**config.mk**
```make
export PLATFORM = sky130hd
export DESIGN_NAME = gronsfeld_cipher_bilingual_top_flat
export DESIGN_NICKNAME = d
export VERILOG_FILES = /design/src/rtl/gcb_pkg.sv /design/src/rtl/gcb_in_if.sv /design/src/rtl/gcb_out_if.sv /design/src/rtl/gcb_key_ctrl.sv /design/src/rtl/gcb_xform.sv /design/src/rtl/gronsfeld_cipher_bilingual_top.sv /design/src/flat_wrapper.sv
export VERILOG_INCLUDE_DIRS = /design/src /design/src/rtl
export SDC_FILE = /design/constraint.sdc
export NUM_CORES = 1
export LEC_CHECK = 0
export BUFFER_PORTS_ARGS = -buffer_cell sky130_fd_sc_hd__buf_2
export CAP_MARGIN = 20
export CORE_MARGIN = 2
export CORE_UTILIZATION = 55
export CTS_BUF_LIST = sky130_fd_sc_hd__clkbuf_8
export CTS_CLUSTER_SIZE = 14
export DETAILED_ROUTE_END_ITERATION = 16
export HOLD_SLACK_MARGIN = 0.08
export PLACE_DENSITY = 0.8
export SLEW_MARGIN = 30
export SYNTH_ARGS = -nofsm -noshare
export SYNTH_HDL_FRONTEND = slang
export SYNTH_HIERARCHICAL = 1
export SYNTH_SLANG_ARGS = --single-unit
```
**constraint.sdc**
```tcl
create_clock -name i_clk -period 16.9 [get_ports i_clk]
set_input_delay 3.38 -clock i_clk [delete_from_list [all_inputs] [get_ports i_clk]]
set_output_delay 3.38 -clock i_clk [all_outputs]
set_load 0.01 [all_outputs]
```
**src/rtl/assert_macros.svh**
```systemverilog
// ----------------------------------------------------------------------------
// assert_macros.svh
// Shared concurrent assertion macros for the cipher block
// ----------------------------------------------------------------------------
`ifndef ASSERT_MACROS_SVH
`define ASSERT_MACROS_SVH

// check sampled on i_clk, masked while reset is asserted
`define ASSERT_CLK(label, prop, msg) \
    label: assert property (@(posedge i_clk) disable iff (!i_rst_n) prop) \
        else $error(msg);

// check sampled on i_clk, also active during reset
`define ASSERT_CLK_ALWAYS(label, prop, msg) \
    label: assert property (@(posedge i_clk) prop) else $error(msg);

`endif

```
**src/rtl/gcb_pkg.sv**
```systemverilog
// ----------------------------------------------------------------------------
// gcb_pkg
// Types, constants and alphabet mapping functions of the Gronsfeld cipher
// ----------------------------------------------------------------------------
package gcb_pkg;

    // key geometry
    localparam int MAX_KEY_DIGITS = 16;
    localparam int DIGIT_W        = 4;
    localparam int KEY_W          = MAX_KEY_DIGITS * DIGIT_W;
    localparam int POS_W          = $clog2(MAX_KEY_DIGITS);
    localparam int LEN_W          = $clog2(MAX_KEY_DIGITS + 1);

    // configuration port
    localparam int CFG_IDX_W  = 1;
    localparam int CFG_DATA_W = KEY_W;

    // character geometry
    localparam int CP_W       = 16;
    localparam int ALPHA_SIZE = 59;
    localparam int IDX_W      = 7;
    localparam int ST_W       = 2;

    // alphabet landmarks: cyrillic A..YE, YO, ZHE..YA, then latin A..Z
    localparam logic [CP_W-1:0] CYR_FIRST = 16'h0410;
    localparam logic [CP_W-1:0] CYR_YE    = 16'h0415;
    localparam logic [CP_W-1:0] CYR_YO    = 16'h0401;
    localparam logic [CP_W-1:0] CYR_ZHE   = 16'h0416;
    localparam logic [CP_W-1:0] CYR_LAST  = 16'h042F;
    localparam logic [CP_W-1:0] LAT_FIRST = 16'h0041;
    localparam logic [CP_W-1:0] LAT_LAST  = 16'h005A;
    localparam int              YO_IDX    = 6;
    localparam int              LAT_IDX   = 33;

    typedef enum logic [CFG_IDX_W-1:0] {
        CFG_KEY_DIGITS = 1'b0,
        CFG_KEY_LENGTH = 1'b1
    } t_cfg_reg;

    typedef enum logic {
        FUNC_ENCRYPT = 1'b0,
        FUNC_DECRYPT = 1'b1
    } t_func;

    typedef enum logic [ST_W-1:0] {
        ST_OK      = 2'd0,
        ST_FOREIGN = 2'd1,
        ST_KEY_BAD = 2'd2
    } t_status;

    // key digit chosen for one item plus key validity
    typedef struct packed {
        logic               ok;
        logic [DIGIT_W-1:0] digit;
    } t_key_sel;

    typedef struct packed {
        logic             hit;
        logic [IDX_W-1:0] idx;
    } t_letter;

    // code point to alphabet index
    function automatic t_letter letter_index(input logic [CP_W-1:0] cp);
        t_letter         r;
        logic [CP_W-1:0] off;
        r.hit = 1'b1;
        r.idx = '0;
        off   = '0;
        if (cp >= CYR_FIRST && cp <= CYR_YE) begin
            off   = cp - CYR_FIRST;
            r.idx = off[IDX_W-1:0];
        end else if (cp == CYR_YO) begin
            r.idx = IDX_W'(YO_IDX);
        end else if (cp >= CYR_ZHE && cp <= CYR_LAST) begin
            off   = cp - CYR_ZHE + CP_W'(YO_IDX + 1);
            r.idx = off[IDX_W-1:0];
        end else if (cp >= LAT_FIRST && cp <= LAT_LAST) begin
            off   = cp - LAT_FIRST + CP_W'(LAT_IDX);
            r.idx = off[IDX_W-1:0];
        end else begin
            r.hit = 1'b0;
        end
        return r;
    endfunction

    // alphabet index to code point
    function automatic logic [CP_W-1:0] letter_point(input logic [IDX_W-1:0] idx);
        logic [CP_W-1:0] cp;
        if (idx < IDX_W'(YO_IDX)) begin
            cp = CYR_FIRST + CP_W'(idx);
        end else if (idx == IDX_W'(YO_IDX)) begin
            cp = CYR_YO;
        end else if (idx < IDX_W'(LAT_IDX)) begin
            cp = CYR_ZHE + CP_W'(idx) - CP_W'(YO_IDX + 1);
        end else begin
            cp = LAT_FIRST + CP_W'(idx) - CP_W'(LAT_IDX);
        end
        return cp;
    endfunction

endpackage

```
**src/rtl/gcb_in_if.sv**
```systemverilog
// ----------------------------------------------------------------------------
// gcb_in_if
// Character item channel into the cipher
// ----------------------------------------------------------------------------
interface gcb_in_if;
    logic                     valid;
    logic                     ready;
    logic                     func;
    logic [gcb_pkg::CP_W-1:0] code_point;
    logic                     message_start;

    modport source (output valid, func, code_point, message_start, input ready);
    modport sink   (input valid, func, code_point, message_start, output ready);
endinterface

```
**src/rtl/gcb_out_if.sv**
```systemverilog
// ----------------------------------------------------------------------------
// gcb_out_if
// Transformed character item channel out of the cipher
// ----------------------------------------------------------------------------
interface gcb_out_if;
    logic                     valid;
    logic                     ready;
    logic [gcb_pkg::CP_W-1:0] result_point;
    logic [gcb_pkg::ST_W-1:0] status;

    modport source (output valid, result_point, status, input ready);
    modport sink   (input valid, result_point, status, output ready);
endinterface

```
**src/rtl/gcb_key_ctrl.sv**
```systemverilog
// ----------------------------------------------------------------------------
// gcb_key_ctrl
// Key registers, key validity check and key position tracking
// ----------------------------------------------------------------------------
`include "assert_macros.svh"

module gcb_key_ctrl (
    input  logic                             i_clk,
    input  logic                             i_rst_n,
    input  logic                             i_cfg_we,
    input  logic [gcb_pkg::CFG_IDX_W-1:0]    i_cfg_idx,
    input  logic [gcb_pkg::CFG_DATA_W-1:0]   i_cfg_data,
    input  logic                             i_advance,
    input  logic                             i_message_start,
    output gcb_pkg::t_key_sel                o_key
);

    logic [gcb_pkg::KEY_W-1:0]   r_key_digits;
    logic [gcb_pkg::LEN_W-1:0]   r_key_len;
    logic [gcb_pkg::POS_W-1:0]   r_pos;
    logic [gcb_pkg::POS_W-1:0]   n_pos;

    logic [gcb_pkg::DIGIT_W-1:0] w_nib [gcb_pkg::MAX_KEY_DIGITS];
    logic [gcb_pkg::LEN_W-1:0]   w_len;
    logic [gcb_pkg::POS_W-1:0]   w_pos_use;
    logic [gcb_pkg::LEN_W-1:0]   w_pos_inc;
    logic                        w_any_big;
    logic                        w_any_nz;

    // split the key word into digits
    for (genvar g = 0; g < gcb_pkg::MAX_KEY_DIGITS; g++) begin : g_nib
        assign w_nib[g] = r_key_digits[g*gcb_pkg::DIGIT_W +: gcb_pkg::DIGIT_W];
    end

    // configuration registers
    always_ff @(posedge i_clk) begin
        if (!i_rst_n) begin
            r_key_digits <= gcb_pkg::KEY_W'(1);
            r_key_len    <= gcb_pkg::LEN_W'(1);
        end else if (i_cfg_we) begin
            unique case (gcb_pkg::t_cfg_reg'(i_cfg_idx))
                gcb_pkg::CFG_KEY_DIGITS: r_key_digits <= i_cfg_data[gcb_pkg::KEY_W-1:0];
                gcb_pkg::CFG_KEY_LENGTH: r_key_len    <= i_cfg_data[gcb_pkg::LEN_W-1:0];
                default:                 r_key_len    <= r_key_len;
            endcase
        end
    end

    // clamp key length into 1..max
    always_comb begin
        if (r_key_len == '0) begin
            w_len = gcb_pkg::LEN_W'(1);
        end else if (r_key_len > gcb_pkg::LEN_W'(gcb_pkg::MAX_KEY_DIGITS)) begin
            w_len = gcb_pkg::LEN_W'(gcb_pkg::MAX_KEY_DIGITS);
        end else begin
            w_len = r_key_len;
        end
    end

    // key valid: no digit above nine and at least one nonzero among digits in use
    always_comb begin
        w_any_big = 1'b0;
        w_any_nz  = 1'b0;
        for (int i = 0; i < gcb_pkg::MAX_KEY_DIGITS; i++) begin
            if (gcb_pkg::LEN_W'(i) < w_len) begin
                if (w_nib[i] > gcb_pkg::DIGIT_W'(9)) w_any_big = 1'b1;
                if (w_nib[i] != '0)                  w_any_nz  = 1'b1;
            end
        end
    end

    // position for this item and the one after it
    always_comb begin
        if (i_message_start || gcb_pkg::LEN_W'(r_pos) >= w_len) begin
            w_pos_use = '0;
        end else begin
            w_pos_use = r_pos;
        end
        w_pos_inc = gcb_pkg::LEN_W'(w_pos_use) + gcb_pkg::LEN_W'(1);
        n_pos     = (w_pos_inc >= w_len) ? '0 : w_pos_inc[gcb_pkg::POS_W-1:0];
    end

    always_ff @(posedge i_clk) begin
        if (!i_rst_n) begin
            r_pos <= '0;
        end else if (i_advance) begin
            r_pos <= n_pos;
        end
    end

    assign o_key.ok    = !w_any_big && w_any_nz;
    assign o_key.digit = w_nib[w_pos_use];

    `ASSERT_CLK(a_pos_wraps, i_advance |=> (gcb_pkg::LEN_W'(r_pos) < $past(w_len)), "key position not below key length after an item")
    `ASSERT_CLK(a_start_restarts, (i_advance && i_message_start && w_len > gcb_pkg::LEN_W'(1)) |=> (r_pos == gcb_pkg::POS_W'(1)), "message start did not restart key position")
    `ASSERT_CLK_ALWAYS(a_reset_pos, !i_rst_n |=> (r_pos == '0), "key position not cleared by reset")

endmodule

```
**src/rtl/gcb_xform.sv**
```systemverilog
// ----------------------------------------------------------------------------
// gcb_xform
// Alphabet lookup, modular shift by one key digit and reverse lookup
// ----------------------------------------------------------------------------
module gcb_xform (
    input  logic                        i_func,
    input  logic [gcb_pkg::CP_W-1:0]    i_code_point,
    input  gcb_pkg::t_key_sel           i_key,
    output logic [gcb_pkg::CP_W-1:0]    o_result_point,
    output gcb_pkg::t_status            o_status
);

    gcb_pkg::t_letter               w_letter;
    logic [gcb_pkg::IDX_W-1:0]      w_sum;
    logic [gcb_pkg::IDX_W-1:0]      w_idx;

    assign w_letter = gcb_pkg::letter_index(i_code_point);

    // shift forward or back, both sums stay below twice the alphabet size
    always_comb begin
        if (gcb_pkg::t_func'(i_func) == gcb_pkg::FUNC_ENCRYPT) begin
            w_sum = w_letter.idx + gcb_pkg::IDX_W'(i_key.digit);
        end else begin
            w_sum = w_letter.idx + gcb_pkg::IDX_W'(gcb_pkg::ALPHA_SIZE)
                  - gcb_pkg::IDX_W'(i_key.digit);
        end
        if (w_sum >= gcb_pkg::IDX_W'(gcb_pkg::ALPHA_SIZE)) begin
            w_idx = w_sum - gcb_pkg::IDX_W'(gcb_pkg::ALPHA_SIZE);
        end else begin
            w_idx = w_sum;
        end
    end

    // bad key wins over a foreign character
    always_comb begin
        if (!i_key.ok) begin
            o_status       = gcb_pkg::ST_KEY_BAD;
            o_result_point = '0;
        end else if (!w_letter.hit) begin
            o_status       = gcb_pkg::ST_FOREIGN;
            o_result_point = '0;
        end else begin
            o_status       = gcb_pkg::ST_OK;
            o_result_point = gcb_pkg::letter_point(w_idx);
        end
    end

endmodule

```
**src/rtl/gronsfeld_cipher_bilingual_top.sv**
```systemverilog
// ----------------------------------------------------------------------------
// gronsfeld_cipher_bilingual_top
// Bilingual Gronsfeld cipher, one character item in and one result item out
// ----------------------------------------------------------------------------
// Each input item carries one code point; the result is the code point shifted
// by the current key digit over the 59-letter alphabet (33 cyrillic capitals
// then latin A..Z), forward for encrypt and back for decrypt, with status 1 for
// a character outside the alphabet and status 2 for an invalid key. The block
// takes one item per clock while the output side is not stalled, and passes it
// through one input register feeding the lookup and modular add, then the result
// register. The key digit is chosen when the item is accepted, so the key
// position stepping is the only dependency between items. Write the key
// registers only while no item is in flight.
// ----------------------------------------------------------------------------
`include "assert_macros.svh"

module gronsfeld_cipher_bilingual_top (
    input  logic                             i_clk,
    input  logic                             i_rst_n,
    gcb_in_if.sink                           i_in,
    gcb_out_if.source                        o_out,
    input  logic                             i_cfg_we,
    input  logic [gcb_pkg::CFG_IDX_W-1:0]    i_cfg_idx,
    input  logic [gcb_pkg::CFG_DATA_W-1:0]   i_cfg_data
);

    logic                          w_in_acc;
    logic                          w_s2_ready;
    gcb_pkg::t_key_sel             w_key;
    logic [gcb_pkg::CP_W-1:0]      w_result_point;
    gcb_pkg::t_status              w_status;

    logic                          r_s1_v;
    logic                          r_s1_func;
    logic [gcb_pkg::CP_W-1:0]      r_s1_cp;
    gcb_pkg::t_key_sel             r_s1_key;

    logic                          r_out_v;
    logic [gcb_pkg::CP_W-1:0]      r_out_point;
    gcb_pkg::t_status              r_out_status;

    // handshake: each stage moves when the one after it has room
    assign w_s2_ready = !r_out_v || o_out.ready;
    assign i_in.ready = !r_s1_v || w_s2_ready;
    assign w_in_acc   = i_in.valid && i_in.ready;

    gcb_key_ctrl u_key (
        .i_clk           (i_clk),
        .i_rst_n         (i_rst_n),
        .i_cfg_we        (i_cfg_we),
        .i_cfg_idx       (i_cfg_idx),
        .i_cfg_data      (i_cfg_data),
        .i_advance       (w_in_acc),
        .i_message_start (i_in.message_start),
        .o_key           (w_key)
    );

    // input register
    always_ff @(posedge i_clk) begin
        if (!i_rst_n) begin
            r_s1_v <= 1'b0;
        end else if (i_in.ready) begin
            r_s1_v <= i_in.valid;
        end
    end

    always_ff @(posedge i_clk) begin
        if (w_in_acc) begin
            r_s1_func <= i_in.func;
            r_s1_cp   <= i_in.code_point;
            r_s1_key  <= w_key;
        end
    end

    gcb_xform u_xform (
        .i_func         (r_s1_func),
        .i_code_point   (r_s1_cp),
        .i_key          (r_s1_key),
        .o_result_point (w_result_point),
        .o_status       (w_status)
    );

    // result register
    always_ff @(posedge i_clk) begin
        if (!i_rst_n) begin
            r_out_v <= 1'b0;
        end else if (w_s2_ready) begin
            r_out_v <= r_s1_v;
        end
    end

    always_ff @(posedge i_clk) begin
        if (w_s2_ready && r_s1_v) begin
            r_out_point  <= w_result_point;
            r_out_status <= w_status;
        end
    end

    assign o_out.valid        = r_out_v;
    assign o_out.result_point = r_out_point;
    assign o_out.status       = r_out_status;

    `ASSERT_CLK(a_s1_holds, (r_s1_v && !w_s2_ready) |=> (r_s1_v && $stable(r_s1_cp)), "stalled input stage lost its item")
    `ASSERT_CLK(a_err_zero, (r_out_v && r_out_status != gcb_pkg::ST_OK) |-> (r_out_point == '0), "error result carries a nonzero code point")
    `ASSERT_CLK(a_s1_moves, (r_s1_v && w_s2_ready) |=> r_out_v, "input stage item not moved into result register")

endmodule

```
**src/flat_wrapper.sv**
```systemverilog
// flat-port wrapper written by rule: the top's interface ports become plain ports
module gronsfeld_cipher_bilingual_top_flat 
  (i_clk, i_rst_n, i_cfg_we, i_cfg_idx, i_cfg_data, i_in_valid, i_in_func, i_in_code_point, i_in_message_start, i_in_ready, o_out_valid, o_out_result_point, o_out_status, o_out_ready);
  gcb_in_if i_in_i ();
  gcb_out_if o_out_i ();
  input  logic i_clk;
  input  logic i_rst_n;
  input  logic i_cfg_we;
  input  logic [gcb_pkg::CFG_IDX_W-1:0] i_cfg_idx;
  input  logic [gcb_pkg::CFG_DATA_W-1:0] i_cfg_data;
  input wire logic [$bits(i_in_i.valid)-1:0] i_in_valid;
  input wire logic [$bits(i_in_i.func)-1:0] i_in_func;
  input wire logic [$bits(i_in_i.code_point)-1:0] i_in_code_point;
  input wire logic [$bits(i_in_i.message_start)-1:0] i_in_message_start;
  output wire logic [$bits(i_in_i.ready)-1:0] i_in_ready;
  output wire logic [$bits(o_out_i.valid)-1:0] o_out_valid;
  output wire logic [$bits(o_out_i.result_point)-1:0] o_out_result_point;
  output wire logic [$bits(o_out_i.status)-1:0] o_out_status;
  input wire logic [$bits(o_out_i.ready)-1:0] o_out_ready;
  assign i_in_i.valid = i_in_valid;
  assign i_in_i.func = i_in_func;
  assign i_in_i.code_point = i_in_code_point;
  assign i_in_i.message_start = i_in_message_start;
  assign i_in_ready = i_in_i.ready;
  assign o_out_valid = o_out_i.valid;
  assign o_out_result_point = o_out_i.result_point;
  assign o_out_status = o_out_i.status;
  assign o_out_i.ready = o_out_ready;
  gronsfeld_cipher_bilingual_top u_core (.i_clk(i_clk), .i_rst_n(i_rst_n), .i_in(i_in_i), .o_out(o_out_i), .i_cfg_we(i_cfg_we), .i_cfg_idx(i_cfg_idx), .i_cfg_data(i_cfg_data));
endmodule
```
After elaboration in Yosys (flattened, before gate mapping)
Cells that the tools add are included.

Register bits after elaboration: 115. Bits in latches: 0. RAM bits: 0. Bits in read-only memories: 0. Input port bits: 88. Output and inout port bits: 20. Logic and storage cells: 192. Memories: 0.

Add/sub/neg operators: 15. Multiply operators: 0. Div/mod/pow operators: 0. Magnitude comparators: 45. Equality and inequality tests: 2. Shifts and indexed selects: 0. Multiplexer cells: 85. Bitwise logic cells: 2. Reduce and logical (&&, ||, !) cells: 32.

Operator list (number): $mux 1 (69); $gt 4x4->1 const B (16); $reduce_bool 4->1 (16); $mux 16 (3); $mux 7 (6); $lt 4x5->1 const A (8); $ge 16x11->1 const B (2); $le 16x11->1 const B (2); $add 11x7->12 const A (2); $lt 3x5->1 const A (4); $bmux 4 s4 (1); $eq 16x11->1 const B (1); $ge 16x7->1 const B (1); $le 16x7->1 const B (1); $mux 4 (4); $add 7x6->7 const B (2); $sub 7x5->7 const B (2); $sub 12x3->13 const B (1); $lt 1x5->1 const A (2); $lt 2x5->1 const A (2); $mux 5 (2); $sub 8x6->9 const B (1); $add 7x7->8 const A (1); $add 7x3->7 const B (1); 20 further kinds (31).

Depth between registers and ports, before layout
Word-level depth: 37. Gate-level depth with buffers: 29. Depth with buffers taken out: 27.

Modules after synthesis
Netlist, hierarchy kept.

By module, submodules not included: gcb_key_ctrl (instances 1, cells an instance 516, area each 4080.2 µm², sequential area each 1461.4 µm²); gcb_xform (instances 1, cells an instance 272, area each 2021.9 µm², sequential area each 0.0 µm²); gronsfeld_cipher_bilingual_top (instances 1, cells an instance 49, area each 1305.0 µm², sequential area each 1241.2 µm²).

Worst setup path before layout
No wires, ideal clock.

Path kind: input to output. Start point: input o_out_ready. End point: output i_in_ready. Arrival time: 3.527 ns. Required time: 13.520 ns. Setup slack: 9.993 ns. Stages on the path: 1. Path buffers: 0. Cells stage by stage: nand3b_4.

Word-level cells in the longest chain between the ends: 2.

RTL lines: start, declared (RTL line flat_wrapper.sv:19) `input wire logic [$bits(o_out_i.ready)-1:0] o_out_ready;`; $logic_or 1x1->1 (RTL line gronsfeld_cipher_bilingual_top.sv:43) `assign w_s2_ready = !r_out_v || o_out.ready;`; $logic_or 1x1->1 (RTL line gronsfeld_cipher_bilingual_top.sv:44) `assign i_in.ready = !r_s1_v || w_s2_ready;`; end, declared (RTL line flat_wrapper.sv:15) `output wire logic [$bits(i_in_i.ready)-1:0] i_in_ready;`.

Every way passes these cells.

Final worst setup path
Same ends and word-level chain as after synthesis.

==> run_results.csv <==
group,metric,value,unit
clock_tree,clockRootBuffer,"clkbuf_8",
floorplanning,core,13200,sq um
setup_path,required,13520,ps
final_layout,drive_gt1_frac,0.211,
timing,finalCritPeriodShare,0.424,
clock_tree,cts_buffers,17,
power,p_leak,0.00339,uW
power,p_total,705,uW
synth,yosysSeqAreaShare,0.365,
setup_path,cp.arrival,3790,ps
routing,vias,6455,
final_layout,mostFrequentLayoutCells,"172 x nand2_1, 106 x buf_2, 75 x dfxtp_1",
power,peakVddDrop,0.0670,mV
synth,ys_warn_count,6,
outcome,status,"complete, no violations",
final_layout,antenna_cells,0,
timing,finClkSkew,12.1,ps
timing,max_slew_margin,0.481,
floorplanning,start_util,0.562,
synth,synthArstFlopShare,0,
clock_tree,cts.clk_slew.worst_paths,70,ps
placed_design,gp_congestion,0.873,
setup_path,cpMostUsedCell,"buf_2",
global_route,grt_pass1_wl,28000,um
floorplanning,dieWidth,120,um
run,cap_violations,0,
setup_path,end_kind,"output pin",
floorplanning,dieArea,14400,sq um
setup_path,cp-start-kind,"input port",
final_layout,area_growth,13.9,%
global_route,grt_max_degree,76,
synth,ys.flop_type,"dfxtp_1",
synth,synthCells,837,
final_layout,post-route-util,0.640,
routing,ant_nets,0,
setup_path,critPathBufInv,2,
timing,finalMaxSlewViolations,0,
synth,ys_types,101,
clock_tree,cts_max_path_buffers,2,
setup_path,critical-path-slowest-cell,"nand3b_4",
clock_tree,clock_latency,440,ps
clock_tree,post_cts_buffers,0,
synth,ys_seq_elements,115,
routing,routed_wl,17000,um
global_route,antenna_found_initial,0,
routing,vias_per_cell,5.79,
placed_design,dp_hpwl,12300,um
timing,period_minus_slack,7170,ps
min_path,hold_class,"reg2reg",
setup_path,cp_max_fo,2,
setup_path,cp_cell_sequence,"buf_2 -> nand3b_4 -> buf_2",
synth,synth_edf_count,40,
timing,setup_tns,0,ps
global_route,grt_pass1_vias,5951,
placed_design,place_ws,9730,ps
clock_tree,ctsResizeCount,0,
synth,syn_area,7410,sq um
clock_tree,cts_tree,"yes",
timing,max_freq,0.140,GHz
final_layout,final_common_cell,"nand2_1",
timing,rsz0062_at_grt,"false",
routing,drcViolationCount,0,
global_route,track_usage,0.242,
setup_path,slowest_delay,150,ps
power,powerDensity,83.6,nW/um^2
clock_tree,ctsHoldBuffers,0,
timing,hold_viol,0,
timing,tightest_slew,778,ps
routing,firstDrtPassIters,7,
synth,avgSynthCellArea,8.85,sq um
routing,wl_per_cell,15.3,um
setup_path,crit_family,"buffers and inverters",
final_layout,nets,1051,
routing,initialDrtViolationCount,627,
setup_path,crit_type,"in2out",
timing,finalSetupViolCount,0,
clock_tree,cts_sinks,115,
floorplanning,pin_count,108,
placed_design,io_buffers,107,
global_route,gr-total-overflow,0,
floorplanning,placementRows,42,
timing,setup_ws,9730,ps
floorplanning,die_y,120,um
clock_tree,cts_max_level,4,
## worst register-to-register path, cell delays in order, from the launching register on
cell and delay (ps):
edfxtp_1 520, inv_1 280, ha_1 250, inv_1 90, o41a_1 390, o2111ai_1 350
nand2_1 180, a22oi_1 160, o21ai_0 150, ha_1 380, ha_1 320, a21o_1 130
a211oi_1 70, or3_2 490, a41o_1 250, a31oi_1 260, o311ai_4 190, xnor2_4 360
mux2i_1 220, or3_1 370, ha_1 220, inv_1 40, or3_4 440, nand3_2 110
mux2_4 300, o211a_1 210
## metrics by stage
stage,cell area (sq um),hold WS (ps),cells
after floorplan,7430,446,843
after global placement,7980,472,1082
after detailed placement,7990,466,1082
after CTS,8440,475,1114
after global routing,8440,495,1114
final,8440,472,1114
## layer usage
metal | vias up | routed length, um | part of all wire | global-route usage
li1 | 3174 | - | - | -
met1 | 2986 | 7170 | 0.42 | 0.293
met2 | 231 | 8470 | 0.50 | 0.410
met3 | 64 | 842 | 0.049 | 0.0485
met4 | 0 | 530 | 0.031 | 0.117
met5 | - | 0 | 0 | 0
## cells in the mapped netlist, types with 4 or more instances
library cell	n	area [sq um]
nand2_1	172	646
dfxtp_1	75	1500
a21boi_0	68	510
edfxtp_1	40	1200
o21ai_0	38	190
ha_1	36	450
inv_1	32	120
clkbuf_1	30	113
nor2_1	30	113
a21oi_1	26	130
nand3_1	18	90.1
mux2i_1	16	160
nor4_1	13	81.3
o211ai_1	13	97.6
nand2b_1	10	62.6
nor2b_1	10	62.6
nor3_1	10	50.1
o211a_1	9	90.1
nand4_1	8	50.1
o22ai_1	8	50.1
a22oi_1	7	52.6
buf_4	7	52.6
o21a_1	7	52.6
xnor2_1	7	61.3
xor2_1	7	61.3
and2_1	6	37.5
a21o_1	5	37.5
a31oi_1	5	31.3
or2_2	5	31.3
buf_1	4	15.0
buf_6	4	45.0
mux2_2	4	45.0
mux4_2	4	90.1
o221ai_1	4	35.0
or4_1	4	30.0
## registers in the layout, indices dropped and copies added (netlist names)
signal,count
u_core/r_s1_func,1
u_core/o_out.valid,1
u_core/o_out.result_point,16
u_core/r_s1_cp,16
u_core/r_s1_key,5
u_core/u_key/r_key_len,5
u_core/u_key/r_pos,4
u_core/r_s1_v,1
u_core/u_key/r_key_digits,64
u_core/o_out.status,2
## logic make-up after synthesis
logic type / share of synthesized area
simple gates: 0.210
compound gates: 0.239
flops: 0.365
buf+inv: 0.0522
fa+ha+maj: 0.0676
mux: 0.0434
xor+xnor: 0.0225
other cells: 0.000506
## power by group
part	switching, uW	internal, uW
Combinational	59.8	46.5
Clock	108	175
Sequential	15.7	301
Total	183	522
## area by class of cell
| cell class | instances | area (sq um) |
|---|---|---|
| clock buffers | 21 | 289 |
| flip-flops and latches | 115 | 2700 |
| multi-input cells | 645 | 4360 |
| repair buffers | 112 | 576 |
| well taps | 176 | 220 |
| inverters | 34 | 133 |
| clock inverters | 11 | 156 |
| fillers | 1149 | 4750 |
## final timing paths
kind,slack (ps),cells after the start,end,from
worst min register to register,470,2,u_core/u_key/r_key_digits[24],u_core/u_key/r_key_digits[24]
worst min-delay path,470,2,u_core/u_key/r_key_digits[24],u_core/u_key/r_key_digits[24]
worst max register to register,9950,25,u_core/o_out.result_point[1],u_core/r_s1_cp[5]
worst max-delay path,9730,3,i_in_ready,o_out_ready
(Power assumes the default switching activity.)
